[config.mk]
export PLATFORM = sky130hd
export DESIGN_NAME = timed_sweep_hold_return_controller_flat
export DESIGN_NICKNAME = d
export VERILOG_FILES = /design/src/tshr_pkg.sv /design/src/tshr_if.sv /design/src/tshr_cfg.sv /design/src/tshr_ctrl.sv /design/src/tshr_dp.sv /design/src/timed_sweep_hold_return_controller.sv /design/src/flat_wrapper.sv
export SDC_FILE = /design/constraint.sdc
export NUM_CORES = 2
export LEC_CHECK = 0
export BUFFER_PORTS_ARGS = -buffer_cell sky130_fd_sc_hd__buf_2
export CAP_MARGIN = 5
export CORE_UTILIZATION = 35
export DETAILED_ROUTE_END_ITERATION = 10
export HOLD_SLACK_MARGIN = 0.02
export PLACE_DENSITY = 0.51
export SYNTH_ARGS = -nofsm -noshare
export SYNTH_HDL_FRONTEND = slang
export SYNTH_SLANG_ARGS = --single-unit
[constraint.sdc]
create_clock -name i_clk -period 24.8 [get_ports i_clk]
set_input_delay 6.2 -clock i_clk [delete_from_list [all_inputs] [get_ports i_clk]]
set_output_delay 6.2 -clock i_clk [all_outputs]
set_load 0.05 [all_outputs]
[src/tshr_pkg.sv]
// Shared types, constants and a helper function of the timed sweep, hold and return controller.
package tshr_pkg;

    // Widths
    localparam int TIME_BITS     = 24;
    localparam int DUTY_BITS     = 10;
    localparam int ANG_BITS      = 10;
    localparam int PCT_BITS      = 7;
    localparam int OP_BITS       = 2;
    localparam int REPLY_BITS    = 2;
    localparam int PHASE_BITS    = 2;
    localparam int CFG_IDX_BITS  = 3;
    localparam int CFG_DATA_BITS = TIME_BITS;
    localparam int PROD_BITS     = ANG_BITS + TIME_BITS;
    localparam int CNT_BITS      = $clog2(ANG_BITS);

    // Saturation limit of the elapsed counters
    localparam logic [TIME_BITS-1:0] TIME_MAX = '1;

    // Duty scaling: full scale times percent over one hundred, by reciprocal
    localparam logic [PCT_BITS-1:0] PCT_FULL    = PCT_BITS'(100);
    localparam int                  RECIP_SHIFT = 24;
    localparam longint              RECIP       = ((longint'(1) << RECIP_SHIFT) + 99) / 100;
    localparam int                  RECIP_BITS  = $clog2(RECIP + 1);
    localparam longint              DUTY_MAX    = (longint'(1) << DUTY_BITS) - 1;
    localparam longint              DUTY_COEF   = DUTY_MAX * RECIP;
    localparam int                  DUTY_PROD_BITS = PCT_BITS + DUTY_BITS + RECIP_BITS;

    // Register reset values
    localparam logic [TIME_BITS-1:0]       RST_FULL_SWEEP = TIME_BITS'(9375);
    localparam logic signed [ANG_BITS-1:0] RST_HOME       = ANG_BITS'(0);
    localparam logic signed [ANG_BITS-1:0] RST_TARGET     = ANG_BITS'(90);
    localparam logic [TIME_BITS-1:0]       RST_DEF_HOLD   = TIME_BITS'(5000);
    localparam logic [PCT_BITS-1:0]        RST_DUTY       = PCT_BITS'(100);
    localparam logic                       RST_FWD_HIGH   = 1'b1;

    typedef enum logic [PHASE_BITS-1:0] {
        PH_IDLE = 2'd0,
        PH_OUT  = 2'd1,
        PH_HOLD = 2'd2,
        PH_BACK = 2'd3
    } t_phase;

    typedef enum logic [OP_BITS-1:0] {
        OP_TICK     = 2'd0,
        OP_ROTATE   = 2'd1,
        OP_ZERO     = 2'd2,
        OP_SET_HOLD = 2'd3
    } t_op;

    typedef enum logic [REPLY_BITS-1:0] {
        RP_OK        = 2'd0,
        RP_BUSY      = 2'd1,
        RP_HOLD_ZERO = 2'd2
    } t_reply;

    typedef enum logic [CFG_IDX_BITS-1:0] {
        CFG_FULL_SWEEP = 3'd0,
        CFG_HOME       = 3'd1,
        CFG_TARGET     = 3'd2,
        CFG_DEF_HOLD   = 3'd3,
        CFG_DUTY       = 3'd4,
        CFG_FWD_HIGH   = 3'd5
    } t_cfg_idx;

    typedef enum logic [2:0] {
        ST_IDLE,
        ST_MUL,
        ST_INIT,
        ST_DIV,
        ST_DONE
    } t_state;

    typedef struct packed {
        logic [TIME_BITS-1:0]       full_sweep_ms;
        logic signed [ANG_BITS-1:0] home_angle;
        logic signed [ANG_BITS-1:0] target_angle;
        logic [TIME_BITS-1:0]       default_hold_ms;
        logic [PCT_BITS-1:0]        duty_percent;
        logic                       forward_is_high;
    } t_cfg;

    typedef struct packed {
        logic load;
        logic mul;
        logic div_init;
        logic div_step;
        logic publish;
    } t_cmd;

    // Scale a percentage (at most one hundred) to the PWM full scale, rounding down
    function automatic logic [DUTY_BITS-1:0] duty_scale(input logic [PCT_BITS-1:0] pct);
        logic [DUTY_PROD_BITS-1:0] prod;
        prod = DUTY_PROD_BITS'(pct) * DUTY_PROD_BITS'(DUTY_COEF);
        return prod[RECIP_SHIFT +: DUTY_BITS];
    endfunction

endpackage

[src/tshr_if.sv]
// Handshake channel interfaces for command beats in and status beats out.
interface tshr_in_if;
    import tshr_pkg::*;

    logic                 valid;
    logic                 ready;
    logic [OP_BITS-1:0]   opcode;
    logic [TIME_BITS-1:0] hold_value_ms;

    modport source (output valid, output opcode, output hold_value_ms, input ready);
    modport sink (input valid, input opcode, input hold_value_ms, output ready);
endinterface

interface tshr_out_if;
    import tshr_pkg::*;

    logic                       valid;
    logic                       ready;
    logic [REPLY_BITS-1:0]      reply_code;
    logic [PHASE_BITS-1:0]      phase;
    logic signed [ANG_BITS-1:0] estimated_angle;
    logic [TIME_BITS-1:0]       remaining_hold_ms;
    logic                       direction_level;
    logic [DUTY_BITS-1:0]       pwm_duty;

    modport source (
        output valid, output reply_code, output phase, output estimated_angle,
        output remaining_hold_ms, output direction_level, output pwm_duty,
        input ready
    );
    modport sink (
        input valid, input reply_code, input phase, input estimated_angle,
        input remaining_hold_ms, input direction_level, input pwm_duty,
        output ready
    );
endinterface

[src/tshr_cfg.sv]
// Configuration register file written through the plain write port.
module tshr_cfg (
    input  logic                                i_clk,
    input  logic                                i_rst_n,
    input  logic                                i_cfg_we,
    input  logic [tshr_pkg::CFG_IDX_BITS-1:0]   i_cfg_idx,
    input  logic [tshr_pkg::CFG_DATA_BITS-1:0]  i_cfg_data,
    output tshr_pkg::t_cfg                      o_cfg
);
    import tshr_pkg::*;

    t_cfg r_cfg, n_cfg;

    // Decode the write into the addressed register
    always_comb begin
        n_cfg = r_cfg;
        if (i_cfg_we) begin
            unique case (t_cfg_idx'(i_cfg_idx))
                CFG_FULL_SWEEP: n_cfg.full_sweep_ms   = i_cfg_data[TIME_BITS-1:0];
                CFG_HOME:       n_cfg.home_angle      = i_cfg_data[ANG_BITS-1:0];
                CFG_TARGET:     n_cfg.target_angle    = i_cfg_data[ANG_BITS-1:0];
                CFG_DEF_HOLD:   n_cfg.default_hold_ms = i_cfg_data[TIME_BITS-1:0];
                CFG_DUTY:       n_cfg.duty_percent    = i_cfg_data[PCT_BITS-1:0];
                CFG_FWD_HIGH:   n_cfg.forward_is_high = i_cfg_data[0];
                default:        n_cfg = r_cfg;
            endcase
        end
    end

    always_ff @(posedge i_clk) begin
        if (!i_rst_n) begin
            r_cfg.full_sweep_ms   <= RST_FULL_SWEEP;
            r_cfg.home_angle      <= RST_HOME;
            r_cfg.target_angle    <= RST_TARGET;
            r_cfg.default_hold_ms <= RST_DEF_HOLD;
            r_cfg.duty_percent    <= RST_DUTY;
            r_cfg.forward_is_high <= RST_FWD_HIGH;
        end else begin
            r_cfg <= n_cfg;
        end
    end

    assign o_cfg = r_cfg;

endmodule

[src/tshr_ctrl.sv]
// Sequencer: accepts a beat, steps the multiply and divide, loads the output register.
module tshr_ctrl (
    input  logic           i_clk,
    input  logic           i_rst_n,
    input  logic           i_in_valid,
    input  logic           i_out_ready,
    output logic           o_in_ready,
    output logic           o_out_valid,
    output tshr_pkg::t_cmd o_cmd
);
    import tshr_pkg::*;

    localparam logic [CNT_BITS-1:0] CNT_LAST = CNT_BITS'(ANG_BITS - 1);

    t_state              r_state, n_state;
    logic [CNT_BITS-1:0] r_cnt, n_cnt;
    logic                r_out_valid, n_out_valid;
    logic                w_accept;
    logic                w_publish;

    assign w_accept  = (r_state == ST_IDLE) && i_in_valid;
    assign w_publish = (r_state == ST_DONE) && (!r_out_valid || i_out_ready);

    // Next state
    always_comb begin
        n_state = r_state;
        unique case (r_state)
            ST_IDLE: if (i_in_valid) n_state = ST_MUL;
            ST_MUL:  n_state = ST_INIT;
            ST_INIT: n_state = ST_DIV;
            ST_DIV:  if (r_cnt == CNT_LAST) n_state = ST_DONE;
            ST_DONE: if (w_publish) n_state = ST_IDLE;
            default: n_state = ST_IDLE;
        endcase
    end

    // Count divide steps, clear outside the divide
    always_comb begin
        n_cnt = '0;
        if (r_state == ST_DIV && r_cnt != CNT_LAST) begin
            n_cnt = r_cnt + 1'b1;
        end
    end

    // Hold the output beat until taken
    always_comb begin
        if (w_publish) begin
            n_out_valid = 1'b1;
        end else if (i_out_ready) begin
            n_out_valid = 1'b0;
        end else begin
            n_out_valid = r_out_valid;
        end
    end

    // Commands to the datapath
    always_comb begin
        o_cmd          = '0;
        o_cmd.load     = w_accept;
        o_cmd.mul      = (r_state == ST_MUL);
        o_cmd.div_init = (r_state == ST_INIT);
        o_cmd.div_step = (r_state == ST_DIV);
        o_cmd.publish  = w_publish;
    end

    assign o_in_ready  = (r_state == ST_IDLE);
    assign o_out_valid = r_out_valid;

    always_ff @(posedge i_clk) begin
        if (!i_rst_n) begin
            r_state     <= ST_IDLE;
            r_cnt       <= '0;
            r_out_valid <= 1'b0;
        end else begin
            r_state     <= n_state;
            r_cnt       <= n_cnt;
            r_out_valid <= n_out_valid;
        end
    end

    a_cnt_idle: assert property (@(posedge i_clk) disable iff (!i_rst_n)
        (r_state != ST_DIV) |-> (r_cnt == '0))
        else $error("divide step counter not cleared outside divide");

    a_accept_mul: assert property (@(posedge i_clk) disable iff (!i_rst_n)
        w_accept |=> (r_state == ST_MUL))
        else $error("accepted beat did not start the multiply");

    a_valid_from_done: assert property (@(posedge i_clk) disable iff (!i_rst_n)
        $rose(r_out_valid) |-> ($past(r_state) == ST_DONE))
        else $error("output beat raised outside the done state");

endmodule

[src/tshr_dp.sv]
// Datapath: arm phase state, interpolation multiply, restoring divider and output register.
module tshr_dp (
    input  logic                                   i_clk,
    input  logic                                   i_rst_n,
    input  tshr_pkg::t_cmd                         i_cmd,
    input  tshr_pkg::t_cfg                         i_cfg,
    input  logic [tshr_pkg::OP_BITS-1:0]           i_opcode,
    input  logic [tshr_pkg::TIME_BITS-1:0]         i_hold_value_ms,
    output logic [tshr_pkg::REPLY_BITS-1:0]        o_reply_code,
    output logic [tshr_pkg::PHASE_BITS-1:0]        o_phase,
    output logic signed [tshr_pkg::ANG_BITS-1:0]   o_estimated_angle,
    output logic [tshr_pkg::TIME_BITS-1:0]         o_remaining_hold_ms,
    output logic                                   o_direction_level,
    output logic [tshr_pkg::DUTY_BITS-1:0]         o_pwm_duty
);
    import tshr_pkg::*;

    // Arm state
    t_phase                     r_phase, n_phase;
    logic [TIME_BITS-1:0]       r_move_el, n_move_el;
    logic [TIME_BITS-1:0]       r_move_dur, n_move_dur;
    logic [TIME_BITS-1:0]       r_hold_el, n_hold_el;
    logic [TIME_BITS-1:0]       r_hold_len, n_hold_len;
    logic signed [ANG_BITS-1:0] r_angle, n_angle;
    logic                       r_dir, n_dir;
    logic                       r_run, n_run;
    t_reply                     r_reply, n_reply;

    // Interpolation
    logic [PROD_BITS-1:0]       r_prod;
    logic                       r_neg;
    logic [TIME_BITS-1:0]       r_rem;
    logic [ANG_BITS-1:0]        r_quo;

    // Output register
    logic [REPLY_BITS-1:0]      r_o_reply;
    logic [PHASE_BITS-1:0]      r_o_phase;
    logic signed [ANG_BITS-1:0] r_o_angle;
    logic [TIME_BITS-1:0]       r_o_remain;
    logic                       r_o_dir;
    logic [DUTY_BITS-1:0]       r_o_duty;

    t_op                        w_op;
    logic [TIME_BITS-1:0]       w_el_inc;
    logic [TIME_BITS-1:0]       w_hel_inc;
    logic [TIME_BITS-1:0]       w_el_min;
    logic                       w_moving;
    logic signed [ANG_BITS-1:0] w_from;
    logic signed [ANG_BITS-1:0] w_to;
    logic signed [ANG_BITS:0]   w_from_x;
    logic signed [ANG_BITS:0]   w_to_x;
    logic signed [ANG_BITS:0]   w_diff;
    logic                       w_neg;
    logic [ANG_BITS-1:0]        w_mag;
    logic [TIME_BITS:0]         w_trial;
    logic                       w_ge;
    logic signed [ANG_BITS:0]   w_q_s;
    logic signed [ANG_BITS:0]   w_sum;
    logic signed [ANG_BITS-1:0] w_interp;
    logic [PCT_BITS-1:0]        w_pct;
    logic [TIME_BITS-1:0]       w_remain;

    assign w_op      = t_op'(i_opcode);
    assign w_el_inc  = (r_move_el == TIME_MAX) ? TIME_MAX : r_move_el + 1'b1;
    assign w_hel_inc = (r_hold_el == TIME_MAX) ? TIME_MAX : r_hold_el + 1'b1;
    assign w_el_min  = (r_move_el < r_move_dur) ? r_move_el : r_move_dur;
    assign w_moving  = (r_phase == PH_OUT) || (r_phase == PH_BACK);

    // Sweep end points follow the direction of travel
    assign w_from   = (r_phase == PH_BACK) ? i_cfg.target_angle : i_cfg.home_angle;
    assign w_to     = (r_phase == PH_BACK) ? i_cfg.home_angle : i_cfg.target_angle;
    assign w_from_x = {w_from[ANG_BITS-1], w_from};
    assign w_to_x   = {w_to[ANG_BITS-1], w_to};
    assign w_diff   = w_to_x - w_from_x;
    assign w_neg    = w_diff[ANG_BITS];
    assign w_mag    = w_neg ? ANG_BITS'(-w_diff) : ANG_BITS'(w_diff);

    // One restoring divide step: shift in the next dividend bit, subtract if it fits
    assign w_trial = {r_rem, r_quo[ANG_BITS-1]};
    assign w_ge    = (w_trial >= {1'b0, r_move_dur});

    // Signed quotient truncates toward zero, then offset from the start point
    assign w_q_s  = r_neg ? -$signed({1'b0, r_quo}) : $signed({1'b0, r_quo});
    assign w_sum  = w_from_x + w_q_s;
    assign w_interp = (r_move_dur == '0) ? w_to : w_sum[ANG_BITS-1:0];

    assign w_pct    = (i_cfg.duty_percent > PCT_FULL) ? PCT_FULL : i_cfg.duty_percent;
    assign w_remain = (r_phase == PH_HOLD && r_hold_el < r_hold_len) ?
                      r_hold_len - r_hold_el : '0;

    // Apply the command beat to the arm state
    always_comb begin
        n_phase    = r_phase;
        n_move_el  = r_move_el;
        n_move_dur = r_move_dur;
        n_hold_el  = r_hold_el;
        n_hold_len = r_hold_len;
        n_angle    = r_angle;
        n_dir      = r_dir;
        n_run      = r_run;
        n_reply    = r_reply;
        if (i_cmd.load) begin
            n_reply = RP_OK;
            unique case (w_op)
                OP_TICK: begin
                    unique case (r_phase)
                        PH_OUT: begin
                            n_move_el = w_el_inc;
                            if (w_el_inc >= r_move_dur) begin
                                n_angle   = i_cfg.target_angle;
                                n_run     = 1'b0;
                                n_phase   = PH_HOLD;
                                n_hold_el = '0;
                            end
                        end
                        PH_HOLD: begin
                            n_hold_el = w_hel_inc;
                            if (w_hel_inc >= r_hold_len) begin
                                n_move_dur = i_cfg.full_sweep_ms;
                                n_move_el  = '0;
                                n_phase    = PH_BACK;
                                n_dir      = !i_cfg.forward_is_high;
                                n_run      = 1'b1;
                            end
                        end
                        PH_BACK: begin
                            n_move_el = w_el_inc;
                            if (w_el_inc >= r_move_dur) begin
                                n_angle    = i_cfg.home_angle;
                                n_run      = 1'b0;
                                n_phase    = PH_IDLE;
                                n_hold_len = i_cfg.default_hold_ms;
                            end
                        end
                        PH_IDLE: begin
                            n_phase = r_phase;
                        end
                        default: n_phase = r_phase;
                    endcase
                end
                OP_ROTATE: begin
                    if (r_phase != PH_IDLE) begin
                        n_reply = RP_BUSY;
                    end else begin
                        n_hold_len = (i_hold_value_ms != '0) ? i_hold_value_ms
                                                              : i_cfg.default_hold_ms;
                        n_move_dur = i_cfg.full_sweep_ms;
                        n_move_el  = '0;
                        n_phase    = PH_OUT;
                        n_dir      = i_cfg.forward_is_high;
                        n_run      = 1'b1;
                    end
                end
                OP_ZERO: begin
                    // Reverse for the time travelled out, else a full return leg unless already returning
                    priority if (r_phase == PH_OUT) begin
                        n_move_dur = w_el_min;
                        n_move_el  = '0;
                        n_phase    = PH_BACK;
                        n_dir      = !i_cfg.forward_is_high;
                        n_run      = 1'b1;
                    end else if (r_phase != PH_BACK) begin
                        n_move_dur = i_cfg.full_sweep_ms;
                        n_move_el  = '0;
                        n_phase    = PH_BACK;
                        n_dir      = !i_cfg.forward_is_high;
                        n_run      = 1'b1;
                    end else begin
                        n_phase = r_phase;
                    end
                end
                OP_SET_HOLD: begin
                    if (i_hold_value_ms == '0) begin
                        n_reply = RP_HOLD_ZERO;
                    end else begin
                        n_hold_len = i_hold_value_ms;
                    end
                end
                default: n_reply = RP_OK;
            endcase
        end else if (i_cmd.publish && w_moving) begin
            // Store the interpolated angle of a sweep in progress
            n_angle = w_interp;
        end
    end

    always_ff @(posedge i_clk) begin
        if (!i_rst_n) begin
            r_phase    <= PH_IDLE;
            r_move_el  <= '0;
            r_move_dur <= '0;
            r_hold_el  <= '0;
            r_hold_len <= RST_DEF_HOLD;
            r_angle    <= RST_HOME;
            r_dir      <= 1'b0;
            r_run      <= 1'b0;
        end else begin
            r_phase    <= n_phase;
            r_move_el  <= n_move_el;
            r_move_dur <= n_move_dur;
            r_hold_el  <= n_hold_el;
            r_hold_len <= n_hold_len;
            r_angle    <= n_angle;
            r_dir      <= n_dir;
            r_run      <= n_run;
        end
    end

    // Reply, product, divider and output registers carry payload only
    always_ff @(posedge i_clk) begin
        r_reply <= n_reply;
        if (i_cmd.mul) begin
            r_prod <= PROD_BITS'(w_mag) * PROD_BITS'(w_el_min);
            r_neg  <= w_neg;
        end
        if (i_cmd.div_init) begin
            r_rem <= r_prod[PROD_BITS-1:ANG_BITS];
            r_quo <= r_prod[ANG_BITS-1:0];
        end else if (i_cmd.div_step) begin
            r_rem <= w_ge ? TIME_BITS'(w_trial - {1'b0, r_move_dur}) : w_trial[TIME_BITS-1:0];
            r_quo <= {r_quo[ANG_BITS-2:0], w_ge};
        end
        if (i_cmd.publish) begin
            r_o_reply  <= r_reply;
            r_o_phase  <= r_phase;
            r_o_angle  <= w_moving ? w_interp : r_angle;
            r_o_remain <= w_remain;
            r_o_dir    <= r_dir;
            r_o_duty   <= r_run ? duty_scale(w_pct) : '0;
        end
    end

    assign o_reply_code        = r_o_reply;
    assign o_phase             = r_o_phase;
    assign o_estimated_angle   = r_o_angle;
    assign o_remaining_hold_ms = r_o_remain;
    assign o_direction_level   = r_o_dir;
    assign o_pwm_duty          = r_o_duty;

    a_run_matches_phase: assert property (@(posedge i_clk) disable iff (!i_rst_n)
        r_run == ((r_phase == PH_OUT) || (r_phase == PH_BACK)))
        else $error("motor run flag disagrees with arm phase");

    a_rem_below_dur: assert property (@(posedge i_clk) disable iff (!i_rst_n)
        (i_cmd.div_step && r_move_dur != '0) |-> (r_rem < r_move_dur))
        else $error("divider remainder not below sweep duration");

endmodule

[src/timed_sweep_hold_return_controller.sv]
// Top level of the timed sweep, hold and return arm controller.
//
//  Channel  Direction  Handshake        Payload
//  i_in     in         valid / ready    opcode, hold_value_ms
//  o_out    out        valid / ready    reply_code, phase, estimated_angle,
//                                       remaining_hold_ms, direction_level, pwm_duty
//  i_cfg    in         i_cfg_we only    i_cfg_idx, i_cfg_data
//
// A beat passes from the accept state through the multiply state, the divider load
// state, ten restoring divide steps (one quotient bit each, set by the angle width)
// and the done state, which loads the output register; a new beat waits for idle.
// Synchronous active-low reset returns the arm to idle at home with the motor off
// and loads the register reset values.
// The output register holds a beat until taken; a new input beat is accepted
// while it waits, and the next result waits in the done state until it drains.
module timed_sweep_hold_return_controller (
    input  logic                                i_clk,
    input  logic                                i_rst_n,
    tshr_in_if.sink                             i_in,
    tshr_out_if.source                          o_out,
    input  logic                                i_cfg_we,
    input  logic [tshr_pkg::CFG_IDX_BITS-1:0]   i_cfg_idx,
    input  logic [tshr_pkg::CFG_DATA_BITS-1:0]  i_cfg_data
);
    import tshr_pkg::*;

    t_cfg w_cfg;
    t_cmd w_cmd;

    tshr_cfg u_cfg (
        .i_clk      (i_clk),
        .i_rst_n    (i_rst_n),
        .i_cfg_we   (i_cfg_we),
        .i_cfg_idx  (i_cfg_idx),
        .i_cfg_data (i_cfg_data),
        .o_cfg      (w_cfg)
    );

    tshr_ctrl u_ctrl (
        .i_clk       (i_clk),
        .i_rst_n     (i_rst_n),
        .i_in_valid  (i_in.valid),
        .i_out_ready (o_out.ready),
        .o_in_ready  (i_in.ready),
        .o_out_valid (o_out.valid),
        .o_cmd       (w_cmd)
    );

    tshr_dp u_dp (
        .i_clk               (i_clk),
        .i_rst_n             (i_rst_n),
        .i_cmd               (w_cmd),
        .i_cfg               (w_cfg),
        .i_opcode            (i_in.opcode),
        .i_hold_value_ms     (i_in.hold_value_ms),
        .o_reply_code        (o_out.reply_code),
        .o_phase             (o_out.phase),
        .o_estimated_angle   (o_out.estimated_angle),
        .o_remaining_hold_ms (o_out.remaining_hold_ms),
        .o_direction_level   (o_out.direction_level),
        .o_pwm_duty          (o_out.pwm_duty)
    );

endmodule

[src/flat_wrapper.sv]
// flat-port wrapper written by rule: the top's interface ports become plain ports
module timed_sweep_hold_return_controller_flat import tshr_pkg::*;
  (i_clk, i_rst_n, i_cfg_we, i_cfg_idx, i_cfg_data, i_in_valid, i_in_opcode, i_in_hold_value_ms, i_in_ready, o_out_valid, o_out_reply_code, o_out_phase, o_out_estimated_angle, o_out_remaining_hold_ms, o_out_direction_level, o_out_pwm_duty, o_out_ready);
  tshr_in_if i_in_i ();
  tshr_out_if o_out_i ();
  input  logic i_clk;
  input  logic i_rst_n;
  input  logic i_cfg_we;
  input  logic [tshr_pkg::CFG_IDX_BITS-1:0] i_cfg_idx;
  input  logic [tshr_pkg::CFG_DATA_BITS-1:0] i_cfg_data;
  input wire logic [$bits(i_in_i.valid)-1:0] i_in_valid;
  input wire logic [$bits(i_in_i.opcode)-1:0] i_in_opcode;
  input wire logic [$bits(i_in_i.hold_value_ms)-1:0] i_in_hold_value_ms;
  output wire logic [$bits(i_in_i.ready)-1:0] i_in_ready;
  output wire logic [$bits(o_out_i.valid)-1:0] o_out_valid;
  output wire logic [$bits(o_out_i.reply_code)-1:0] o_out_reply_code;
  output wire logic [$bits(o_out_i.phase)-1:0] o_out_phase;
  output wire logic [$bits(o_out_i.estimated_angle)-1:0] o_out_estimated_angle;
  output wire logic [$bits(o_out_i.remaining_hold_ms)-1:0] o_out_remaining_hold_ms;
  output wire logic [$bits(o_out_i.direction_level)-1:0] o_out_direction_level;
  output wire logic [$bits(o_out_i.pwm_duty)-1:0] o_out_pwm_duty;
  input wire logic [$bits(o_out_i.ready)-1:0] o_out_ready;
  assign i_in_i.valid = i_in_valid;
  assign i_in_i.opcode = i_in_opcode;
  assign i_in_i.hold_value_ms = i_in_hold_value_ms;
  assign i_in_ready = i_in_i.ready;
  assign o_out_valid = o_out_i.valid;
  assign o_out_reply_code = o_out_i.reply_code;
  assign o_out_phase = o_out_i.phase;
  assign o_out_estimated_angle = o_out_i.estimated_angle;
  assign o_out_remaining_hold_ms = o_out_i.remaining_hold_ms;
  assign o_out_direction_level = o_out_i.direction_level;
  assign o_out_pwm_duty = o_out_i.pwm_duty;
  assign o_out_i.ready = o_out_ready;
  timed_sweep_hold_return_controller u_core (.i_clk(i_clk), .i_rst_n(i_rst_n), .i_in(i_in_i), .o_out(o_out_i), .i_cfg_we(i_cfg_we), .i_cfg_idx(i_cfg_idx), .i_cfg_data(i_cfg_data));
endmodule
==> impl_metrics.ini <==
[detailed_routing]
totalWireLength_um = 87300
wl_per_cell_um = 18.9
drc = 0
drt-pass1-iter-count = 5
vias_per_cell = 5.22
drt_iter0_drc = 1416
vias = 24000
ant_nets = 0

[grt]
grtUsageMet1 = 0.278
grt_pass1_wl_um = 138000
grt_antenna_before_repair = 0
top_usage_layer = met2
use_met2 = 0.336
grt_max_degree = 90
grtUsageMet3 = 0.0300
track_usage = 0.206
grt_pass1_vias = 23500
grt_overflow = 0

[logic_synthesis]
ys_types = 86
syn_inst = 3453
synth-seq-cells = 314
syn_area_per_cell_um2 = 8.55
synth-main-ff-cell = dfxtp_1
synthesis.area_um2 = 29500
syn-num-nets = 4008
yosys_warnings = 0
synth_seq_area_share = 0.254
synth_edf_count = 120
ys_async_sr_fraction = 0

[clocking]
cts_hold_repair.buffers = 0
tritoncts = yes
post_cts_buffers = 0
htree_num_levels = 2
cts_resized = 0
cts.sink_count = 314
cts_buffer_depth = 3
root_buffer = clkbuf_16
clkTransAtPathRegs_ns = 0.06
cts_buffers = 41
clk_latency_ns = 0.60

[setup_path]
reg2reg_depth = 33
required_ns = 25.12
crit_start = u_core.u_dp.r_phase[0]
crit_type = reg -> reg
path_max_fanout = 52
cpPeakStageDelay_ns = 0.92
crit_path_start_kind = flop
cp_slowest_cell = xor2_2
crit_path_end = u_core.u_dp.r_prod[28]
worstPathArrival_ns = 11.03
crit_path_frequent_cell = fa_1
rr_endpoint = u_core.u_dp.r_prod[28]
end_kind = flop
r2r-start = u_core.u_dp.r_phase[0]
reg2reg_slack_ns = 14.08

[power_and_ir_drop]
power_density_nw_per_um2 = 48.2
vdd_ir_drop_max_uv = 49.0
power.total_uw = 1570
power_leakage_uw = 0.0150

[floorplanning]
initial_core_util = 0.353
die_y_um = 292
design.die.area_um2 = 85500
die_w_um = 292
core-area_um2 = 83600
pin_count = 109
fp-row-count = 106

[timing]
finalSetupViolations = 0
fin_crit_sh = 0.432
fmax_mhz = 93.3
slew_viol_final = 0
min_period_ns = 10.72
clock_skew_ns = 0.0320
hold_slack_ns = 0.426
worst_pin_slew_ns = 1.13
rsz0062_at_grt = no
finalWorstSetupSlack_ns = 14.08
final_hold_viol_count = 0
fin_tns_setup_ns = 0
slew_headroom = 0.224

[cells_and_area]
syn2layout_area_growth_pct = 10.1
nets = 4053
final_area_um2 = 32500
num_antenna_cells = 0
drive_gt1_frac = 0.0830

[job]
maxCapViolCount = 0

[placement]
dp_hpwl_um = 67700
gp_congestion = 0.863
placed_cell_area_um2 = 31200
place_ws_ns = 14.21
portBuffers = 108

[min_path]
hold_path_class = reg -> reg
min_from = u_core.u_dp.r_reply[0]

[outcome]
status = finished, final reports clean
==> layer usage <==
layer	vias to the layer above	wire, µm
li1	11900	-
met2	544	39900
met3	118	4600
met4	0	2930
met5	-	0
met1	11500	39900
==> cells in the mapped netlist (18+ instances only) <==
cell	instances	area share
mux2i_1	70	0.024
nor2b_1	36	0.0076
mux2_2	29	0.011
o32ai_1	25	0.0074
o21bai_1	18	0.0046
nand4b_1	23	0.0068
ha_1	291	0.12
o211ai_1	22	0.0056
nor3_1	47	0.0080
and2_1	29	0.0061
and3_1	49	0.010
edfxtp_1	120	0.12
fa_1	206	0.14
dfxtp_1	194	0.13
a21o_1	94	0.024
nand2_1	440	0.056
inv_1	402	0.051
xnor2_1	103	0.031
a21oi_1	243	0.041
a31oi_1	21	0.0045
clkbuf_1	112	0.014
o21ai_0	79	0.013
a211oi_1	33	0.0084
nor4_1	19	0.0040
nand2b_1	52	0.011
xor2_1	46	0.014
buf_2	20	0.0034
nor2_1	331	0.042
nand3_1	69	0.012
nand4_1	31	0.0066
a22oi_1	19	0.0048
==> metrics by stage <==
stage,instances,util
detailed placement,4535,0.373
floorplan,3453,-
CTS,4610,0.389
finish,4610,0.389
global placement,4535,0.373
global route,4610,0.389
==> worst max-delay path, delay by kind of cell (launching register included) <==
kind,cells,cell delay [ns]
adders and majority gates,6,2.99
xor gates and xnor gates,2,1.00
and+or+nand+nor,7,1.45
DFF,1,0.31
AOI/OAI and AO/OA,14,3.70
buffers and inverters,4,0.96
==> power breakdown <==
group          switching [µW]  total [µW]  internal [µW]
registers                18.6         583            564
logic                     245         398            153
clock network             256         585            330
total                     519        1570           1050
==> layout by cell type, fill, tap and decap left out, types with 98 or more instances in the layout <==
cell type  Yosys  routed
a21oi_1      243     243
buf_2         20     108
dfxtp_1      194     193
edfxtp_1     120     120
fa_1         206     206
ha_1         291     291
inv_1        402     402
nand2_1      440     440
nor2_1       331     331
xnor2_1      103      98
==> sequential cells by signal (all words and copies together) (netlist names), 3 cells and up <==
register and count:
u_core.u_cfg.o_cfg 76, u_core.u_dp.r_prod 34, u_core.u_dp.o_remaining_hold_ms 24, u_core.u_dp.r_hold_el 24, u_core.u_dp.r_hold_len 24, u_core.u_dp.r_move_dur 24, u_core.u_dp.r_move_el 24, u_core.u_dp.r_rem 24
u_core.u_dp.o_estimated_angle 10, u_core.u_dp.o_pwm_duty 10, u_core.u_dp.r_angle 10, u_core.u_dp.r_quo 10, u_core.u_ctrl.r_cnt 4, u_core.u_ctrl.r_state 3
==> area by class of cell <==
cell class	count	area, µm²
fillers	8625	51100
multi-input cells	2594	20000
flip-flops and latches	314	7490
inverters	404	1520
well taps	1080	1350
clock buffers	58	1160
repair buffers	143	803
clock inverters	17	139
==> logic make-up (layout without fill, tap and decap cells) <==
group | Yosys count | count (layout) | share of synthesized area
AO/OA/AOI/OAI | 662 | 662 | 0.146
XOR/XNOR | 149 | 149 | 0.0442
adder cells (fa/ha/maj) | 498 | 498 | 0.263
buffers and inverters | 545 | 622 | 0.0716
flip-flops | 314 | 314 | 0.254
multiplexers | 99 | 99 | 0.0348
AND/OR/NAND/NOR | 1186 | 1186 | 0.186
==> worst min path at each step <==
stage	slack (ns)	endpoint	cells past startpoint
floorplan	0.40	u_core.u_dp.o_reply_code[0]	0
global placement	0.43	u_core.u_dp.o_reply_code[0]	0
detailed placement	0.42	u_core.u_dp.o_reply_code[0]	0
CTS	0.43	u_core.u_dp.o_reply_code[0]	0
global route	0.43	u_core.u_dp.o_reply_code[0]	0
finish	0.43	u_core.u_dp.o_reply_code[0]	0
(Power assumes the default switching activity.)
